<file path="config.mk">
export PLATFORM = sky130hd
export DESIGN_NAME = lfu_cache_lookup_replace_unit
export DESIGN_NICKNAME = d
export VERILOG_FILES = /design/src/sv/lfu_pkg.sv /design/src/sv/lfu_cell.sv /design/src/sv/lfu_cache_lookup_replace_unit.sv
export VERILOG_INCLUDE_DIRS = /design/src /design/src/sv
export SDC_FILE = /design/constraint.sdc
export NUM_CORES = 2
export LEC_CHECK = 0
export BUFFER_PORTS_ARGS = -buffer_cell sky130_fd_sc_hd__buf_2
export CORE_ASPECT_RATIO = 1.2
export CORE_MARGIN = 2
export CORE_UTILIZATION = 30
export DETAILED_ROUTE_END_ITERATION = 8
export PLACE_DENSITY_LB_ADDON = 0.05
export SETUP_SLACK_MARGIN = 0.02
export SLEW_MARGIN = 5
export SYNTH_ARGS = -nofsm -noshare
export SYNTH_HDL_FRONTEND = slang
export SYNTH_SLANG_ARGS = --single-unit
</file>
<file path="constraint.sdc">
create_clock -name clk -period 12.6 [get_ports clk]
set_input_delay 1.26 -clock clk [delete_from_list [all_inputs] [get_ports clk]]
set_output_delay 1.26 -clock clk [all_outputs]
set_load 0.01 [all_outputs]
</file>
<file path="src/sv/lfu_cache_lookup_replace_unit_macros.svh">
// Assertion helpers for the LFU cache block.
`ifndef LFU_CACHE_LOOKUP_REPLACE_UNIT_MACROS_SVH
`define LFU_CACHE_LOOKUP_REPLACE_UNIT_MACROS_SVH

// Property that must hold at every edge outside reset.
`define LFU_ASSERT_ALWAYS(label, expr, msg) \
  label: assert property (@(posedge clk) disable iff (!rst_n) (expr)) else $error(msg);

// Implication checked at the same edge.
`define LFU_ASSERT_IMPLY(label, ante, cons, msg) \
  label: assert property (@(posedge clk) disable iff (!rst_n) (ante) |-> (cons)) \
    else $error(msg);

`endif

</file>
<file path="src/sv/lfu_pkg.sv">
`default_nettype none
package lfu_pkg;

  localparam int unsigned CAPACITY_DEF   = 16;
  localparam int unsigned COUNT_BITS_DEF = 16;

  localparam int unsigned KEY_W = 32;
  localparam int unsigned VAL_W = 31;
  localparam int unsigned CFG_W = 5;
  localparam logic [CFG_W-1:0] CAP_RST = 5'd16;

  localparam logic OP_GET = 1'b0;
  localparam logic OP_PUT = 1'b1;

  // flags riding with the scan packet down the chain
  typedef struct packed {
    logic vld;
    logic hit;
    logic vic;
    logic free;
  } lfu_scan_flags_t;

  // update broadcast to all cells
  typedef struct packed {
    logic bump;
    logic wr_val;
    logic insert;
    logic evict;
  } lfu_upd_cmd_t;

endpackage
`default_nettype wire

</file>
<file path="src/sv/lfu_cell.sv">
`default_nettype none
module lfu_cell #(
  parameter int unsigned IDX        = 0,
  parameter int unsigned IW         = 4,
  parameter int unsigned COUNT_BITS = lfu_pkg::COUNT_BITS_DEF
) (
  input  wire logic                          clk,
  input  wire logic                          rst_n,
  // scan packet from left neighbor
  input  wire lfu_pkg::lfu_scan_flags_t      fl_i,
  input  wire logic [lfu_pkg::KEY_W-1:0]     pk_key_i,
  input  wire logic [IW-1:0]                 hit_idx_i,
  input  wire logic [lfu_pkg::VAL_W-1:0]     hit_val_i,
  input  wire logic [IW-1:0]                 hit_rank_i,
  input  wire logic [IW-1:0]                 vic_idx_i,
  input  wire logic [COUNT_BITS-1:0]         vic_cnt_i,
  input  wire logic [IW-1:0]                 vic_rank_i,
  input  wire logic [lfu_pkg::KEY_W-1:0]     vic_key_i,
  input  wire logic [IW-1:0]                 free_idx_i,
  // scan packet to right neighbor
  output lfu_pkg::lfu_scan_flags_t           fl_o,
  output logic [lfu_pkg::KEY_W-1:0]          pk_key_o,
  output logic [IW-1:0]                      hit_idx_o,
  output logic [lfu_pkg::VAL_W-1:0]          hit_val_o,
  output logic [IW-1:0]                      hit_rank_o,
  output logic [IW-1:0]                      vic_idx_o,
  output logic [COUNT_BITS-1:0]              vic_cnt_o,
  output logic [IW-1:0]                      vic_rank_o,
  output logic [lfu_pkg::KEY_W-1:0]          vic_key_o,
  output logic [IW-1:0]                      free_idx_o,
  // update broadcast
  input  wire lfu_pkg::lfu_upd_cmd_t         cmd_i,
  input  wire logic [IW-1:0]                 tgt_idx_i,
  input  wire logic [IW-1:0]                 tgt_rank_i,
  input  wire logic [IW-1:0]                 bc_vic_idx_i,
  input  wire logic [IW-1:0]                 bc_vic_rank_i,
  input  wire logic [lfu_pkg::KEY_W-1:0]     bc_key_i,
  input  wire logic [lfu_pkg::VAL_W-1:0]     bc_val_i,
  output logic                               valid_o
);

  localparam logic [IW-1:0] MY_IDX = IW'(IDX);
  localparam logic [COUNT_BITS-1:0] CNT_MAX = '1;

  logic                      valid_r, valid_nxt;
  logic [lfu_pkg::KEY_W-1:0] key_r, key_nxt;
  logic [lfu_pkg::VAL_W-1:0] val_r, val_nxt;
  logic [COUNT_BITS-1:0]     cnt_r, cnt_nxt;
  logic [IW-1:0]             rank_r, rank_nxt;

  lfu_pkg::lfu_scan_flags_t  fl_r, fl_nxt;
  logic [lfu_pkg::KEY_W-1:0] pk_key_r;
  logic [IW-1:0]             hit_idx_r, hit_idx_nxt, hit_rank_r, hit_rank_nxt;
  logic [lfu_pkg::VAL_W-1:0] hit_val_r, hit_val_nxt;
  logic [IW-1:0]             vic_idx_r, vic_idx_nxt, vic_rank_r, vic_rank_nxt;
  logic [COUNT_BITS-1:0]     vic_cnt_r, vic_cnt_nxt;
  logic [lfu_pkg::KEY_W-1:0] vic_key_r, vic_key_nxt;
  logic [IW-1:0]             free_idx_r, free_idx_nxt;

  logic take_hit, take_vic, take_free, is_tgt, is_vic;

  // scan step: first match, least-used/oldest victim, first free slot
  always_comb begin
    take_hit  = !fl_i.hit && valid_r && (key_r == pk_key_i);
    take_vic  = valid_r && (!fl_i.vic || (cnt_r < vic_cnt_i) ||
                ((cnt_r == vic_cnt_i) && (rank_r > vic_rank_i)));
    take_free = !valid_r && !fl_i.free;

    fl_nxt       = fl_i;
    fl_nxt.hit   = fl_i.hit | take_hit;
    fl_nxt.vic   = fl_i.vic | take_vic;
    fl_nxt.free  = fl_i.free | take_free;
    hit_idx_nxt  = take_hit ? MY_IDX : hit_idx_i;
    hit_val_nxt  = take_hit ? val_r  : hit_val_i;
    hit_rank_nxt = take_hit ? rank_r : hit_rank_i;
    vic_idx_nxt  = take_vic ? MY_IDX : vic_idx_i;
    vic_cnt_nxt  = take_vic ? cnt_r  : vic_cnt_i;
    vic_rank_nxt = take_vic ? rank_r : vic_rank_i;
    vic_key_nxt  = take_vic ? key_r  : vic_key_i;
    free_idx_nxt = take_free ? MY_IDX : free_idx_i;
  end

  // entry update from the broadcast
  always_comb begin
    valid_nxt = valid_r;
    key_nxt   = key_r;
    val_nxt   = val_r;
    cnt_nxt   = cnt_r;
    rank_nxt  = rank_r;
    is_tgt    = (tgt_idx_i == MY_IDX);
    is_vic    = cmd_i.evict && (bc_vic_idx_i == MY_IDX);
    if (cmd_i.bump) begin
      if (is_tgt) begin
        if (cnt_r != CNT_MAX) cnt_nxt = cnt_r + 1'b1;
        rank_nxt = '0;
        if (cmd_i.wr_val) val_nxt = bc_val_i;
      end else if (valid_r && (rank_r < tgt_rank_i)) begin
        rank_nxt = rank_r + 1'b1;
      end
    end else if (cmd_i.insert) begin
      if (is_tgt) begin
        valid_nxt = 1'b1;
        key_nxt   = bc_key_i;
        val_nxt   = bc_val_i;
        cnt_nxt   = COUNT_BITS'(1);
        rank_nxt  = '0;
      end else if (is_vic) begin
        valid_nxt = 1'b0;
      end else if (valid_r) begin
        // evict closes the gap above the victim, insert ages everyone
        if (!(cmd_i.evict && (rank_r > bc_vic_rank_i))) rank_nxt = rank_r + 1'b1;
      end
    end
  end

  always_ff @(posedge clk) begin
    if (!rst_n) begin
      valid_r <= 1'b0;
      fl_r    <= '0;
    end else begin
      valid_r <= valid_nxt;
      fl_r    <= fl_nxt;
    end
  end

  always_ff @(posedge clk) begin
    key_r      <= key_nxt;
    val_r      <= val_nxt;
    cnt_r      <= cnt_nxt;
    rank_r     <= rank_nxt;
    pk_key_r   <= pk_key_i;
    hit_idx_r  <= hit_idx_nxt;
    hit_val_r  <= hit_val_nxt;
    hit_rank_r <= hit_rank_nxt;
    vic_idx_r  <= vic_idx_nxt;
    vic_cnt_r  <= vic_cnt_nxt;
    vic_rank_r <= vic_rank_nxt;
    vic_key_r  <= vic_key_nxt;
    free_idx_r <= free_idx_nxt;
  end

  assign fl_o       = fl_r;
  assign pk_key_o   = pk_key_r;
  assign hit_idx_o  = hit_idx_r;
  assign hit_val_o  = hit_val_r;
  assign hit_rank_o = hit_rank_r;
  assign vic_idx_o  = vic_idx_r;
  assign vic_cnt_o  = vic_cnt_r;
  assign vic_rank_o = vic_rank_r;
  assign vic_key_o  = vic_key_r;
  assign free_idx_o = free_idx_r;
  assign valid_o    = valid_r;

endmodule
`default_nettype wire

</file>
<file path="src/sv/lfu_cache_lookup_replace_unit.sv">
`default_nettype none
// LFU key-value cache, CAPACITY entries, one get or put transaction at a time.
// Entries live in a chain of CAPACITY cells. An accepted transaction sends a
// scan packet down the chain, one cell per cycle, which picks up the first
// key match, the victim (lowest use count, oldest on ties) and the first free
// cell; the packet from the last cell is latched, then in the update state,
// once the output register is free, the update is broadcast to every cell
// and the result register is loaded. The next transaction is accepted as
// soon as the update is done, even while the result still waits for
// out_tready. capacity_in_use is written through cfg_wr_en/cfg_wr_data;
// the user must do so only while idle, as the block does not enforce it;
// values above CAPACITY act as CAPACITY and zero makes puts change nothing.
module lfu_cache_lookup_replace_unit #(
  parameter int unsigned CAPACITY   = lfu_pkg::CAPACITY_DEF,
  parameter int unsigned COUNT_BITS = lfu_pkg::COUNT_BITS_DEF
) (
  input  wire logic        clk,
  input  wire logic        rst_n,
  input  wire logic        cfg_wr_en,
  input  wire logic [4:0]  cfg_wr_data,   // capacity_in_use
  input  wire logic        in_tvalid,
  output logic             in_tready,
  input  wire logic [63:0] in_tdata,      // key[31:0], value[62:32], zero[63]
  input  wire logic [0:0]  in_tuser,      // operation[0]
  output logic             out_tvalid,
  input  wire logic        out_tready,
  output logic [71:0]      out_tdata      // hit[0], read_value[31:1], evicted[32],
                                          // evicted_key[64:33], zero[71:65]
);

  localparam int unsigned IW = (CAPACITY > 1) ? $clog2(CAPACITY) : 1;
  localparam int unsigned OW = $clog2(CAPACITY + 1);
  localparam int unsigned CW = (OW > lfu_pkg::CFG_W) ? OW : lfu_pkg::CFG_W;
  localparam int unsigned KW = lfu_pkg::KEY_W;
  localparam int unsigned VW = lfu_pkg::VAL_W;

  localparam logic [1:0] ST_IDLE = 2'd0;
  localparam logic [1:0] ST_SCAN = 2'd1;
  localparam logic [1:0] ST_UPD  = 2'd2;

  logic [1:0] state_r, state_nxt;
  logic [lfu_pkg::CFG_W-1:0] cap_r;
  logic [OW-1:0] occ_r, occ_nxt;
  logic op_r;
  logic [KW-1:0] key_r;
  logic [VW-1:0] val_r;

  // chain taps
  lfu_pkg::lfu_scan_flags_t fl_s   [CAPACITY+1];
  logic [KW-1:0]            key_s  [CAPACITY+1];
  logic [IW-1:0]            hidx_s [CAPACITY+1];
  logic [VW-1:0]            hval_s [CAPACITY+1];
  logic [IW-1:0]            hrnk_s [CAPACITY+1];
  logic [IW-1:0]            vidx_s [CAPACITY+1];
  logic [COUNT_BITS-1:0]    vcnt_s [CAPACITY+1];
  logic [IW-1:0]            vrnk_s [CAPACITY+1];
  logic [KW-1:0]            vkey_s [CAPACITY+1];
  logic [IW-1:0]            fidx_s [CAPACITY+1];
  logic [CAPACITY-1:0]      valid_vec;

  // latched scan result
  lfu_pkg::lfu_scan_flags_t sc_fl_r;
  logic [IW-1:0] sc_hidx_r, sc_hrnk_r, sc_vidx_r, sc_vrnk_r, sc_fidx_r;
  logic [VW-1:0] sc_hval_r;
  logic [KW-1:0] sc_vkey_r;

  lfu_pkg::lfu_upd_cmd_t cmd;
  logic [IW-1:0] tgt_idx, slot;
  logic [CW-1:0] cap_eff;
  logic in_acc, upd_go, is_put, cap_nz, miss_put, evict;
  logic out_tvalid_r;
  logic [71:0] out_tdata_r;

  assign in_acc    = in_tvalid && in_tready;
  assign in_tready = (state_r == ST_IDLE);

  assign fl_s[0]   = '{vld: in_acc, hit: 1'b0, vic: 1'b0, free: 1'b0};
  assign key_s[0]  = in_tdata[KW-1:0];
  assign hidx_s[0] = '0;
  assign hval_s[0] = '0;
  assign hrnk_s[0] = '0;
  assign vidx_s[0] = '0;
  assign vcnt_s[0] = '0;
  assign vrnk_s[0] = '0;
  assign vkey_s[0] = '0;
  assign fidx_s[0] = '0;

  for (genvar g = 0; g < CAPACITY; g++) begin : g_cell
    lfu_cell #(.IDX(g), .IW(IW), .COUNT_BITS(COUNT_BITS)) u_cell (
      .clk(clk), .rst_n(rst_n),
      .fl_i(fl_s[g]), .pk_key_i(key_s[g]), .hit_idx_i(hidx_s[g]),
      .hit_val_i(hval_s[g]), .hit_rank_i(hrnk_s[g]), .vic_idx_i(vidx_s[g]),
      .vic_cnt_i(vcnt_s[g]), .vic_rank_i(vrnk_s[g]), .vic_key_i(vkey_s[g]),
      .free_idx_i(fidx_s[g]),
      .fl_o(fl_s[g+1]), .pk_key_o(key_s[g+1]), .hit_idx_o(hidx_s[g+1]),
      .hit_val_o(hval_s[g+1]), .hit_rank_o(hrnk_s[g+1]), .vic_idx_o(vidx_s[g+1]),
      .vic_cnt_o(vcnt_s[g+1]), .vic_rank_o(vrnk_s[g+1]), .vic_key_o(vkey_s[g+1]),
      .free_idx_o(fidx_s[g+1]),
      .cmd_i(cmd), .tgt_idx_i(tgt_idx), .tgt_rank_i(sc_hrnk_r),
      .bc_vic_idx_i(sc_vidx_r), .bc_vic_rank_i(sc_vrnk_r),
      .bc_key_i(key_r), .bc_val_i(val_r), .valid_o(valid_vec[g])
    );
  end

  // update decision
  always_comb begin
    cap_eff  = (CW'(cap_r) > CW'(CAPACITY)) ? CW'(CAPACITY) : CW'(cap_r);
    is_put   = (op_r == lfu_pkg::OP_PUT);
    cap_nz   = (cap_r != '0);
    upd_go   = (state_r == ST_UPD) && (!out_tvalid_r || out_tready);
    miss_put = is_put && cap_nz && !sc_fl_r.hit;
    evict    = miss_put && sc_fl_r.vic && (CW'(occ_r) >= cap_eff);
    slot     = (evict && !(sc_fl_r.free && (sc_fidx_r < sc_vidx_r))) ? sc_vidx_r
                                                                   : sc_fidx_r;
    tgt_idx  = sc_fl_r.hit ? sc_hidx_r : slot;
    cmd.bump   = upd_go && sc_fl_r.hit && (!is_put || cap_nz);
    cmd.wr_val = upd_go && sc_fl_r.hit && is_put && cap_nz;
    cmd.evict  = upd_go && evict;
    cmd.insert = upd_go && miss_put && (evict || sc_fl_r.free);
    occ_nxt = occ_r;
    if (cmd.insert && !cmd.evict) occ_nxt = occ_r + 1'b1;
  end

  always_comb begin
    state_nxt = state_r;
    case (state_r)
      ST_IDLE: if (in_acc) state_nxt = ST_SCAN;
      ST_SCAN: if (fl_s[CAPACITY].vld) state_nxt = ST_UPD;
      ST_UPD:  if (upd_go) state_nxt = ST_IDLE;
      default: state_nxt = ST_IDLE;
    endcase
  end

  always_ff @(posedge clk) begin
    if (!rst_n) begin
      state_r      <= ST_IDLE;
      cap_r        <= lfu_pkg::CAP_RST;
      occ_r        <= '0;
      out_tvalid_r <= 1'b0;
    end else begin
      state_r <= state_nxt;
      occ_r   <= occ_nxt;
      if (cfg_wr_en) cap_r <= cfg_wr_data;
      if (upd_go) out_tvalid_r <= 1'b1;
      else if (out_tready) out_tvalid_r <= 1'b0;
    end
  end

  always_ff @(posedge clk) begin
    if (in_acc) begin
      op_r  <= in_tuser[0];
      key_r <= in_tdata[KW-1:0];
      val_r <= in_tdata[KW+VW-1:KW];
    end
    if (fl_s[CAPACITY].vld) begin
      sc_fl_r   <= fl_s[CAPACITY];
      sc_hidx_r <= hidx_s[CAPACITY];
      sc_hval_r <= hval_s[CAPACITY];
      sc_hrnk_r <= hrnk_s[CAPACITY];
      sc_vidx_r <= vidx_s[CAPACITY];
      sc_vrnk_r <= vrnk_s[CAPACITY];
      sc_vkey_r <= vkey_s[CAPACITY];
      sc_fidx_r <= fidx_s[CAPACITY];
    end
    if (upd_go) begin
      out_tdata_r <= {7'd0,
                      evict ? sc_vkey_r : {KW{1'b0}},
                      evict,
                      (sc_fl_r.hit && !is_put) ? sc_hval_r : {VW{1'b0}},
                      sc_fl_r.hit};
    end
  end

  assign out_tvalid = out_tvalid_r;
  assign out_tdata  = out_tdata_r;

`include "lfu_cache_lookup_replace_unit_macros.svh"

  // cell valid bits and the occupancy counter agree
`LFU_ASSERT_ALWAYS(a_occ_match, $countones(valid_vec) == int'(occ_r), "occupancy mismatch")
  // scan packet only leaves the chain while scanning
`LFU_ASSERT_IMPLY(a_scan_state, fl_s[CAPACITY].vld, state_r == ST_SCAN, "stray scan packet")
  // a hit never evicts
`LFU_ASSERT_IMPLY(a_hit_no_evict, out_tvalid_r, !(out_tdata_r[0] && out_tdata_r[32]), "hit evicted")
  // occupancy bounded by the table size
`LFU_ASSERT_ALWAYS(a_occ_bound, int'(occ_r) <= CAPACITY, "occupancy overflow")

endmodule
`default_nettype wire
</file>
==> out/results.tsv <==
metric	value	unit
clk_latency	0.99	ns
die_h	737	um
clock-sinks	3639	
synth_edf_count	1543	
met2_usage	28.7	%
clk_pin_slew	0.06	ns
tightest_slew	1.22	ns
cts_hold_repair.buffers	0	
irDropWorstVdd	0.000113	V
place_inst	15773	
final-setup-viol-count	0	
clockBufferDepth	4	
setup_tns	0	ns
dieArea	454000	um^2
final_nets	10730	
h-tree-depth	5	
fp-row-count	269	
powerDensity	156	nW/um^2
numCtsBuffers	389	
synth_area	134000	um^2
area_growth	16.0	%
antenna_found_initial	24	
whs	0.339	ns
core_region_area	447000	um^2
port_buffers	140	
synth_top_area_share	34.5	%
worst-path-max-fanout	41	
fill_cells	43203	
p_total	24.3	mW
grt_overflow	0	
start_util	30.1	%
status	completed	
grt_pass1_vias	78432	
yosysUniqueCellTypes	73	
detail-route-antenna-nets	0	
grt_usage	16.1	%
met1_usage	20.2	%
cts_tree	done	
synthTopCellsByCount	2096 x dfxtp_1, 1543 x edfxtp_1, 1069 x mux2_2	
dp_hpwl	262000	um
instances_no_fill	16519	
avgViaCountPerCell	4.53	
period_needed	5.82	ns
yosysWarnings	0	
drive_gt1_share	20.5	%
finalCritPeriodShare	46.2	%
io_pins	149	
end_kind	flop	
drt-initial-drc-count	4032	
placed_area	143000	um^2
yosysMostFrequentCell	dfxtp_1	
via_count	74813	
firstDrtPassIters	7	
crit_required	13.17	ns
max_freq	0.172	GHz
start_kind	flop	
yosys-top-cells-area	edfxtp_1 34%, dfxtp_1 31%, mux2_2 9.0%, ha_1 4.2%, xor2_1 3.1%	
postCtsSetupBuffers	0	
cts.repair.resized	0	
synthArstFlopShare	0	%
critPathKind	flop to flop	
syn_inst	9921	
hold_viol_final	0	
relSlewSlack	18.4	%
stdcell_area	156000	um^2
use_met3	2.06	%
die_w	615	um
cp.arrival	6.40	ns
grt.busiest_layer	met2	
ys_ff_latch	3639	
wl	371000	um
drc	0	
synth_largest_area_cell	edfxtp_1	
grt_pass1_wl	545000	um
fin_skew	0.0810	ns
wire_per_inst	22.5	um
slew_viol_final	0	
rsz0062_at_grt	false	
routabilityCongestion	0.791	
crit_chain	inv_1 -> nand2_1 -> ha_1 -> nand2_1 -> o21ai_0 -> a41o_2 -> buf_4 -> and2_1 -> o311a_1 -> nand4_1 -> nor2_4 -> buf_4	
grt_max_degree	106	
p_leak	57.4	nW
critPathMaxStageDelay	0.91	ns
cap_violations	0	
ys_dominant_reg_cell	dfxtp_1	
cts_root_buffer	clkbuf_16	
ys_seq_area_share	65.7	%
avgSynthCellArea	13.6	um^2
holdCritPathClass	flop to flop	
crit_path_top_delay_cell	nand4_1	
==> registers in the layout (all words and copies together) (netlist names), 64 cells and up <==
register and cells:
g_cell.u_cell.cnt_r 256, g_cell.u_cell.fl_o 64, g_cell.u_cell.hit_rank_o 64, g_cell.u_cell.hit_val_o 496, g_cell.u_cell.key_r 512, g_cell.u_cell.pk_key_o 480, g_cell.u_cell.rank_r 64, g_cell.u_cell.val_r 496
g_cell.u_cell.vic_cnt_o 240, g_cell.u_cell.vic_key_o 512, g_cell.u_cell.vic_rank_o 64, out_tdata 65
==> routing by layer <==
| layer | wire length, um | vias up |
|---|---|---|
| met3 | 11400 | 492 |
| met1 | 164000 | 36924 |
| met2 | 184000 | 1169 |
| met4 | 11700 | 8 |
| met5 | 54 | - |
| li1 | - | 36220 |
==> layout make-up <==
class	count	area (um^2)	share of cell area, %
well taps	5962	7460	4.78
inverters	368	1390	0.888
multi-input cells	5511	43800	28.1
clock inverters	151	1480	0.951
repair buffers	293	1850	1.19
diodes	13	32.5	0.0209
clock buffers	582	11600	7.45
flip-flops and latches	3639	88300	56.6
==> worst max-delay path, delay by kind of cell, from the launching register on <==
family | cells | cell delay (ns)
AOI/OAI and AO/OA | 3 | 1.33
adders and majority gates | 1 | 0.29
buffers and inverters | 3 | 1.10
DFF | 1 | 0.31
and+or+nand+nor | 5 | 2.33
==> stage by stage <==
stage	worst slack, ns	utilization [%]
2_1_floorplan	6.95	-
3_3_place_gp	6.44	32.0
3_5_place_dp	6.51	32.0
4_1_cts	6.50	34.9
5_1_grt	6.25	34.9
6_report	6.78	34.9
==> layout by cell type (no fill, tap or decap), drive strengths merged, types with 18 or more instances in the layout <==
master,Yosys,final
a21o,92,92
a21oi,170,170
a2bb2oi,154,154
a31oi,37,37
and2,183,183
and3,116,116
and4,21,21
buf,59,293
bufinv,0,18
clkbuf,350,582
clkinv,1,106
dfxtp,2096,2096
edfxtp,1543,1543
ha,453,453
inv,367,385
mux2,1074,1074
nand2,313,313
nand2b,57,57
nand3,393,393
nand4,174,174
nor2,444,444
nor2b,128,128
nor3,53,53
nor4,115,115
o211ai,204,204
o21a,35,35
o21ai,133,133
o22ai,28,28
or2,72,72
or3,186,186
xnor2,262,262
xor2,481,481
==> logic make-up (layout without fill, tap and decap cells) <==
logic type | count (synthesis) | count (layout) | share of synthesized area, %
flip-flops | 3639 | 3639 | 65.7
AND/OR/NAND/NOR | 2272 | 2272 | 8.96
multiplexers | 1086 | 1086 | 9.09
AO/OA/AOI/OAI | 950 | 950 | 5.00
buffers and inverters | 777 | 1394 | 2.23
XOR/XNOR | 743 | 743 | 4.84
adder cells (fa/ha/maj) | 453 | 453 | 4.22
other | 1 | 20 | 0.00279
==> where the power goes <==
group / total (mW) / leakage (nW) / switching [mW] / internal (mW)
logic: 0.188 / 20.6 / 0.121 / 0.0663
clock network: 11.6 / 6.45 / 4.86 / 6.78
registers: 12.5 / 30.4 / 0.143 / 12.4
total: 24.3 / 57.4 / 5.12 / 19.2
==> final timing paths <==
check                                              startpoint                       endpoint  slack (ns)  cells after the start
worst max-delay path                                 cap_r[4]     g_cell[4].u_cell.val_r[29]        6.78                     12
worst min-delay path            g_cell[6].u_cell.pk_key_o[22]  g_cell[7].u_cell.pk_key_o[22]        0.34                      0
worst max register to register                       cap_r[4]     g_cell[4].u_cell.val_r[29]        6.78                     12
worst min register to register  g_cell[6].u_cell.pk_key_o[22]  g_cell[7].u_cell.pk_key_o[22]        0.34                      0
No activity file was read; power rests on OpenSTA's default activity.
